`config.mk`:
```
export PLATFORM = sky130hd
export DESIGN_NAME = grid_line_stepper_top
export DESIGN_NICKNAME = d
export VERILOG_FILES = /design/src/gls_pkg.sv /design/src/grid_line_stepper_top.sv /design/src/gls_ctrl.sv /design/src/gls_datapath.sv
export SDC_FILE = /design/constraint.sdc
export NUM_CORES = 1
export LEC_CHECK = 0
export BUFFER_PORTS_ARGS = -buffer_cell sky130_fd_sc_hd__buf_2
export CELL_PAD_IN_SITES_DETAIL_PLACEMENT = 1
export CELL_PAD_IN_SITES_GLOBAL_PLACEMENT = 1
export CORE_UTILIZATION = 48
export DETAILED_ROUTE_END_ITERATION = 8
export PLACE_DENSITY = 0.93
export SETUP_SLACK_MARGIN = 0.1
export SYNTH_ARGS = -nofsm -noshare
export SYNTH_HDL_FRONTEND = slang
export SYNTH_HIERARCHICAL = 1
export SYNTH_SLANG_ARGS = --single-unit
```
`constraint.sdc`:
```
create_clock -name clock -period 4.95 [get_ports clock]
set_input_delay 0.495 -clock clock [delete_from_list [all_inputs] [get_ports clock]]
set_output_delay 0.495 -clock clock [all_outputs]
set_load 0.02 [all_outputs]
```
`src/gls_pkg.sv`:
```
package gls_pkg;

   localparam int unsigned COORD_W    = 6;
   localparam int unsigned CELL_W     = 5;
   localparam int unsigned COLOR_W    = 4;
   localparam int unsigned ACC_W      = 7;
   localparam int unsigned CNT_W      = 6;
   localparam int unsigned CSR_IDX_W  = 1;
   localparam int unsigned CSR_DATA_W = 6;

   localparam int unsigned DEF_MAX_GRID  = 32;
   localparam int unsigned MAX_CELLS     = 63;
   localparam logic [COORD_W-1:0] GRID_SIZE_RESET = 6'd32;
   localparam logic [COLOR_W-1:0] PEN_COLOR_RESET = 4'd15;

   typedef enum logic [CSR_IDX_W-1:0] {
      CSR_GRID_SIZE = 1'b0,
      CSR_PEN_COLOR = 1'b1
   } csr_index_type;

   typedef struct packed {
      logic [COORD_W-1:0] start_x;
      logic [COORD_W-1:0] start_y;
      logic [COORD_W-1:0] end_x;
      logic [COORD_W-1:0] end_y;
   } gls_req_type;

   typedef struct packed {
      logic [CELL_W-1:0]  cell_x;
      logic [CELL_W-1:0]  cell_y;
      logic [COLOR_W-1:0] cell_color;
      logic               last_cell;
   } gls_rsp_type;

   typedef struct packed {
      logic load;
      logic step;
   } gls_cmd_type;

   typedef struct packed {
      logic start_ok;
      logic last;
   } gls_status_type;

endpackage

```
`src/grid_line_stepper_top.sv`:
```
// Line stepper for a square pixel grid. A line command (start and end cell) is taken
// when start is high and busy is low. In the next cycle the start cell is checked; then
// the 4-connected cells of the line, start included and end excluded, come out one per
// cycle on rsp while rsp_valid is high, the final one with last_cell set. At most 63
// cells are plotted per command, one walk step of the datapath per cycle. The receiver
// cannot stall: every cell must be taken in the cycle it is shown. Registers grid_size
// and pen_color are written through the csr port, which is always ready; the user
// must write them only between commands, as the block itself does not enforce it.
module grid_line_stepper_top import gls_pkg::*; #(
   parameter int unsigned MAX_GRID = DEF_MAX_GRID
) (
   input  logic                  clock,
   input  logic                  reset,
   input  logic                  start,
   output logic                  busy,
   input  gls_req_type           req,
   output logic                  rsp_valid,
   output gls_rsp_type           rsp,
   input  logic                  csr_valid,
   output logic                  csr_ready,
   input  logic [CSR_IDX_W-1:0]  csr_index,
   input  logic [CSR_DATA_W-1:0] csr_data
);

   logic [COORD_W-1:0] grid_size_ff;
   logic [COLOR_W-1:0] pen_color_ff;
   gls_cmd_type        cmd;
   gls_status_type     status;

   assign csr_ready = 1'b1;

   always_ff @(posedge clock) begin
      if (reset) begin
         grid_size_ff <= GRID_SIZE_RESET;
         pen_color_ff <= PEN_COLOR_RESET;
      end else if (csr_valid && csr_ready) begin
         unique case (csr_index_type'(csr_index))
            CSR_GRID_SIZE: grid_size_ff <= csr_data[COORD_W-1:0];
            CSR_PEN_COLOR: pen_color_ff <= csr_data[COLOR_W-1:0];
            default: ;
         endcase
      end
   end

   gls_ctrl u_ctrl (
      .clock     (clock),
      .reset     (reset),
      .start     (start),
      .busy      (busy),
      .rsp_valid (rsp_valid),
      .cmd       (cmd),
      .status    (status)
   );

   gls_datapath #(
      .MAX_GRID (MAX_GRID)
   ) u_datapath (
      .clock     (clock),
      .cmd       (cmd),
      .req       (req),
      .grid_size (grid_size_ff),
      .pen_color (pen_color_ff),
      .status    (status),
      .rsp       (rsp)
   );

   // a transaction always starts a busy period
   assert property (@(posedge clock) disable iff (reset) start && !busy |=> busy)
      else $error("command taken but block not busy");

   assert property (@(posedge clock) disable iff (reset) rsp_valid |-> busy)
      else $error("cell shown while idle");

   // cells of one line come out back to back and end on the marked one
   assert property (@(posedge clock) disable iff (reset)
      rsp_valid && !rsp.last_cell |=> rsp_valid)
      else $error("gap inside a line");

   assert property (@(posedge clock) disable iff (reset)
      rsp_valid && rsp.last_cell |=> !rsp_valid && !busy)
      else $error("cells after the last one");

endmodule

```
`src/gls_ctrl.sv`:
```
module gls_ctrl import gls_pkg::*; (
   input  logic           clock,
   input  logic           reset,
   input  logic           start,
   output logic           busy,
   output logic           rsp_valid,
   output gls_cmd_type    cmd,
   input  gls_status_type status
);

   typedef enum logic [2:0] {
      ST_IDLE  = 3'b001,
      ST_CHECK = 3'b010,
      ST_WALK  = 3'b100
   } state_type;

   state_type state_ff;
   state_type state_in;

   always_comb begin
      state_in = state_ff;
      cmd      = '0;
      unique case (state_ff)
         ST_IDLE: begin
            if (start) begin
               cmd.load = 1'b1;
               state_in = ST_CHECK;
            end
         end
         ST_CHECK: begin
            state_in = status.start_ok ? ST_WALK : ST_IDLE;
         end
         ST_WALK: begin
            cmd.step = 1'b1;
            if (status.last) begin
               state_in = ST_IDLE;
            end
         end
         default: begin
            state_in = ST_IDLE;
         end
      endcase
   end

   always_ff @(posedge clock) begin
      if (reset) begin
         state_ff <= ST_IDLE;
      end else begin
         state_ff <= state_in;
      end
   end

   assign busy      = (state_ff != ST_IDLE);
   assign rsp_valid = (state_ff == ST_WALK);

endmodule

```
`src/gls_datapath.sv`:
```
module gls_datapath import gls_pkg::*; #(
   parameter int unsigned MAX_GRID = DEF_MAX_GRID
) (
   input  logic                clock,
   input  gls_cmd_type         cmd,
   input  gls_req_type         req,
   input  logic [COORD_W-1:0]  grid_size,
   input  logic [COLOR_W-1:0]  pen_color,
   output gls_status_type      status,
   output gls_rsp_type         rsp
);

   logic [COORD_W-1:0] x_ff, y_ff, ex_ff, ey_ff, dx_ff, dy_ff, g_ff;
   logic [COORD_W-1:0] x_in, y_in;
   logic               xneg_ff, yneg_ff;
   logic [ACC_W-1:0]   acc_ff, acc_in;
   logic [CNT_W-1:0]   cnt_ff;
   logic [COLOR_W-1:0] color_ff;

   logic               ld_xneg, ld_yneg;
   logic [COORD_W-1:0] ld_dx, ld_dy, usable_g;
   logic               brk, cont;

   assign usable_g = (grid_size > COORD_W'(MAX_GRID)) ? COORD_W'(MAX_GRID) : grid_size;
   assign ld_xneg  = req.end_x < req.start_x;
   assign ld_yneg  = req.end_y < req.start_y;
   assign ld_dx    = ld_xneg ? (req.start_x - req.end_x) : (req.end_x - req.start_x);
   assign ld_dy    = ld_yneg ? (req.start_y - req.end_y) : (req.end_y - req.start_y);

   // one walk step from the current cell
   always_comb begin
      x_in = x_ff;
      y_in = y_ff;
      brk  = 1'b0;
      if (acc_ff >= {1'b0, dx_ff}) begin
         acc_in = acc_ff - {1'b0, dx_ff};
         if (yneg_ff) begin
            brk  = (y_ff == '0);
            y_in = y_ff - 1'b1;
         end else if (dy_ff != '0) begin
            y_in = y_ff + 1'b1;
         end
      end else begin
         acc_in = acc_ff + {1'b0, dy_ff};
         if (xneg_ff) begin
            brk  = (x_ff == '0);
            x_in = x_ff - 1'b1;
         end else if (dx_ff != '0) begin
            x_in = x_ff + 1'b1;
         end
      end
      cont = !brk && ((x_in != ex_ff) || (y_in != ey_ff)) && (x_in < g_ff) && (y_in < g_ff)
             && (cnt_ff != CNT_W'(MAX_CELLS - 1));
   end

   always_ff @(posedge clock) begin
      if (cmd.load) begin
         x_ff     <= req.start_x;
         y_ff     <= req.start_y;
         ex_ff    <= req.end_x;
         ey_ff    <= req.end_y;
         dx_ff    <= ld_dx;
         dy_ff    <= ld_dy;
         xneg_ff  <= ld_xneg;
         yneg_ff  <= ld_yneg;
         acc_ff   <= ACC_W'(ld_dx >> 1);
         cnt_ff   <= '0;
         g_ff     <= usable_g;
         color_ff <= pen_color;
      end else if (cmd.step) begin
         x_ff   <= x_in;
         y_ff   <= y_in;
         acc_ff <= acc_in;
         cnt_ff <= cnt_ff + 1'b1;
      end
   end

   assign status.start_ok = ((x_ff != ex_ff) || (y_ff != ey_ff)) && (x_ff < g_ff) && (y_ff < g_ff);
   assign status.last     = !cont;

   assign rsp.cell_x     = x_ff[CELL_W-1:0];
   assign rsp.cell_y     = y_ff[CELL_W-1:0];
   assign rsp.cell_color = color_ff;
   assign rsp.last_cell  = !cont;

endmodule
```
==> metrics.md <==
| Metric | Value |
|---|---|
| Outcome | finished with violations |
| Violated checks | negative setup slack |
| Setup slack of the most critical reg-to-reg path | 100 ps |
| Fin cells | 826 |
| Worst reg2reg endpoint | u_ctrl/state_ff[2] |
| Worst r2r path cells | 19 |
| Area of the multi-input gates | 3650 um2 |
| Die Height | 113 um |
| Yosys warns | 6 |
| Hold Path Stages | 1 |
| P per Cell Area | 401 nW/um2 |
| Synth Area per Inst | 9.71 um2 |
| Vias in the first global route | 5518 |
| Worst skew pair latency | 350 ps |
| CTS sink cnt | 74 |
| Ys async rst share | 0% |
| HPWL Detailed | 13.2 mm |
| Overall routing resource usage | 32.0% |
| HP Class | input pin to flop |
| CP arrival | 4530 ps |
| R2R Path Start | u_datapath/acc_ff[0] |
| Starting Density | 49.1% |
| Slew Viols, Final | 0 |
| CTS Root Cell | clkbuf_16 |
| Final worst setup slack | -77.1 ps |
| Cell count after placement | 777 |
| WL per Instance | 28.3 um |
| Die width | 113 um |
| Largest fanout on the critical path | 6 |
| Via-per-instance ratio | 6.72 |
| FMAX | 0.199 GHz |
| Post-synth EDFFs | 53 |
| CP Class | flop to output pin |
| Endpoints failing setup | 1 |
| H-tree depth | 3 |
| Nets | 777 |
| Max VDD drop | 257 uV |
| Clk slew on worst S/H paths | 70 ps |
| Clock tree buffer depth | 2 |
| Syn nets | 711 |
| Via count | 5550 |
| CP Launch Type | flop |
| DR iter-0 viols | 572 |
| CTS Buf Count | 9 |
| Tmin final | 5030 ps |
| CTS tree | done |
| N_diodes | 0 |
| Sequential share of the synthesized area | 34.1% |
| Final wirelength | 23.4 mm |
| CP required | 4450 ps |
| Final hold viol count | 0 |
| Gpl congestion | 0.918 |
| Max-cap violations | 0 |
| Yosys reg bits | 74 |
| Tcrit/Tclk final | 102% |
| Die area | 12700 um2 |
| Worst slew margin | 44.8% |
| Post-synth top flop | edfxtp_1 |
| Slew @ Worst Pin | 828 ps |
| Post-synth cell types | 83 |
| Synth Instances | 608 |
| Hold_sp | req[11] |
| Hold Path Sink | u_datapath/ex_ff[5] |
| Drt first pass iters | 7 |
| I/O Buffers | 51 |
| Largest net degree at the start of global routing | 40 |
| Residual DRC | 0 |
| Design area | 6900 um2 |
| Share of layout cells above drive strength 1 | 22.1% |
| Area growth, synth to finish | 16.9% |
| Initial antenna violation count | 0 |
| First-pass GRT wire length | 30.8 mm |
| Core Region | 12000 um2 |
| Clk_skew | 11.1 ps |
| Num rows | 40 |
| Post-Syn Area | 5900 um2 |
| Aggregate global routing overflow | 0 |
| Placed inst area | 6160 um2 |
| Post-route ant nets | 0 |
| Seq. cell area | 2010 um2 |
| Filler cells | 1323 |
| Static Leak | 2.93 nW |
| Critical path endpoint category | output pin |
| I/O pin count | 53 |
report_power, final:
part | total [mW] | internal, mW | leakage, nW | switching, mW
Clock | 0.684 | 0.380 | 0.147 | 0.304
Combinational | 1.25 | 0.494 | 2.11 | 0.752
Sequential | 0.835 | 0.753 | 0.672 | 0.0823
Total | 2.77 | 1.63 | 2.93 | 1.14
how the worst max path moves through the flow:
stage | startpoint | end | slack [ps] | cells past startpoint
finish | u_datapath/acc_ff[0] | rsp[0] | -80 | 17
global route | u_datapath/acc_ff[0] | rsp[0] | -230 | 17
CTS | u_datapath/acc_ff[4] | rsp[0] | 130 | 16
detailed placement | u_datapath/dx_ff[1] | u_ctrl/state_ff[2] | 100 | 18
global placement | u_datapath/acc_ff[3] | rsp[0] | 470 | 16
floorplan | u_datapath/acc_ff[3] | u_ctrl/state_ff[2] | 540 | 18
per-stage QoR:
step | util, % | power (mW) | setup TNS [ps] | worst slack (ps) | hold slack [ps]
after global placement | 51.3 | 1.67 | 0 | 471 | 414
after global routing | 57.4 | 2.83 | -270 | -226 | 343
final | 57.4 | 2.77 | -77.1 | -77.1 | 340
after floorplan | - | 1.49 | 0 | 545 | 410
after CTS | 54.4 | 2.47 | 0 | 130 | 339
after detailed placement | 51.3 | 1.73 | 0 | 104 | 421
state kept, by name, summed over array words and instances, names as in the netlist:
signal / count
u_datapath/color_ff: 4
u_datapath/ex_ff: 6
u_datapath/ey_ff: 6
u_datapath/dx_ff: 6
grid_size_ff: 6
u_datapath/acc_ff: 7
u_datapath/dy_ff: 6
u_datapath/xneg_ff: 1
pen_color_ff: 4
u_ctrl/state_ff: 3
u_datapath/x_ff: 6
u_datapath/cnt_ff: 6
u_datapath/y_ff: 6
u_datapath/g_ff: 6
u_datapath/yneg_ff: 1
layout by cell type (no fill, tap or decap), types with 11 or more instances in the layout:
cell type / synthesis / layout
buf_2: 4 / 52
nor2b_1: 13 / 13
nor3_1: 16 / 16
ha_1: 62 / 57
nand2b_1: 16 / 15
edfxtp_1: 53 / 53
dfxtp_1: 21 / 21
buf_4: 14 / 35
a21oi_1: 27 / 26
xor2_1: 18 / 18
mux2_2: 11 / 11
o21ai_0: 22 / 21
nand2_1: 29 / 28
nor2_1: 36 / 35
xnor2_1: 27 / 26
inv_1: 61 / 61
area by class of cell:
cell class	instances	share of cell area, %
repair buffers	87	7.58
clock buffers	10	3.63
inverters	61	3.32
multi-input cells	441	52.9
well taps	147	2.67
clock inverters	6	0.743
flip-flops and latches	74	29.2
critical path: stages (launching register included):
cell       delay (ps)
edfxtp_1          400
inv_1             100
ha_1              320
nand2b_4          220
a21oi_4            90
o31a_4            440
nor2_4            160
nor2_1            100
xor2_1            310
ha_1              310
and4_1            180
a22o_1            280
a2111oi_4         340
o2111a_1          220
o311ai_0          110
a221oi_1          280
o31ai_2           140
buf_2             180
cell families after synthesis:
logic type,synth area share [%]
other,0.0636
xor gates and xnor gates,6.68
muxes,3.80
and+or+nand+nor,16.5
DFF,34.1
AOI/OAI and AO/OA,16.4
adders and majority gates,15.2
buffers and inverters,7.29
cells in the mapped netlist, types with 6 or more instances:
cell type  number  area (um2)
ha_1           62         776
inv_1          61         229
edfxtp_1       53        1590
nor2_1         36         135
nand2_1        29         109
a21oi_1        27         135
xnor2_1        27         236
o21ai_0        22         110
dfxtp_1        21         420
xor2_1         18         158
nand2b_1       16         100
nor3_1         16        80.1
buf_4          14         105
nor2b_1        13        81.3
mux2_2         11         124
a21o_1         10        75.1
and3_1         10        62.6
clkbuf_1       10        37.5
mux2i_1        10         100
nand3_1         9        45.0
a211oi_1        8        60.1
fa_1            6         120
nand4_1         6        37.5
metal layers:
metal  vias up  part of all wire, %  track usage (%)
li1       2305                    -                -
met3       140                  7.4             6.05
met2       343                   49             56.2
met4         0                  7.7             22.5
met1      2762                   36             35.0
met5         -                    0                0
timing repair:
item / CTS / global route
setup endpoints to repair: 2 / 2
hold buffers: 0 / 0
pin swaps: 2 / 8
setup buffers: 3 / 30
gates resized for setup: 11 / 21
Power figures use the tool's default switching activity.
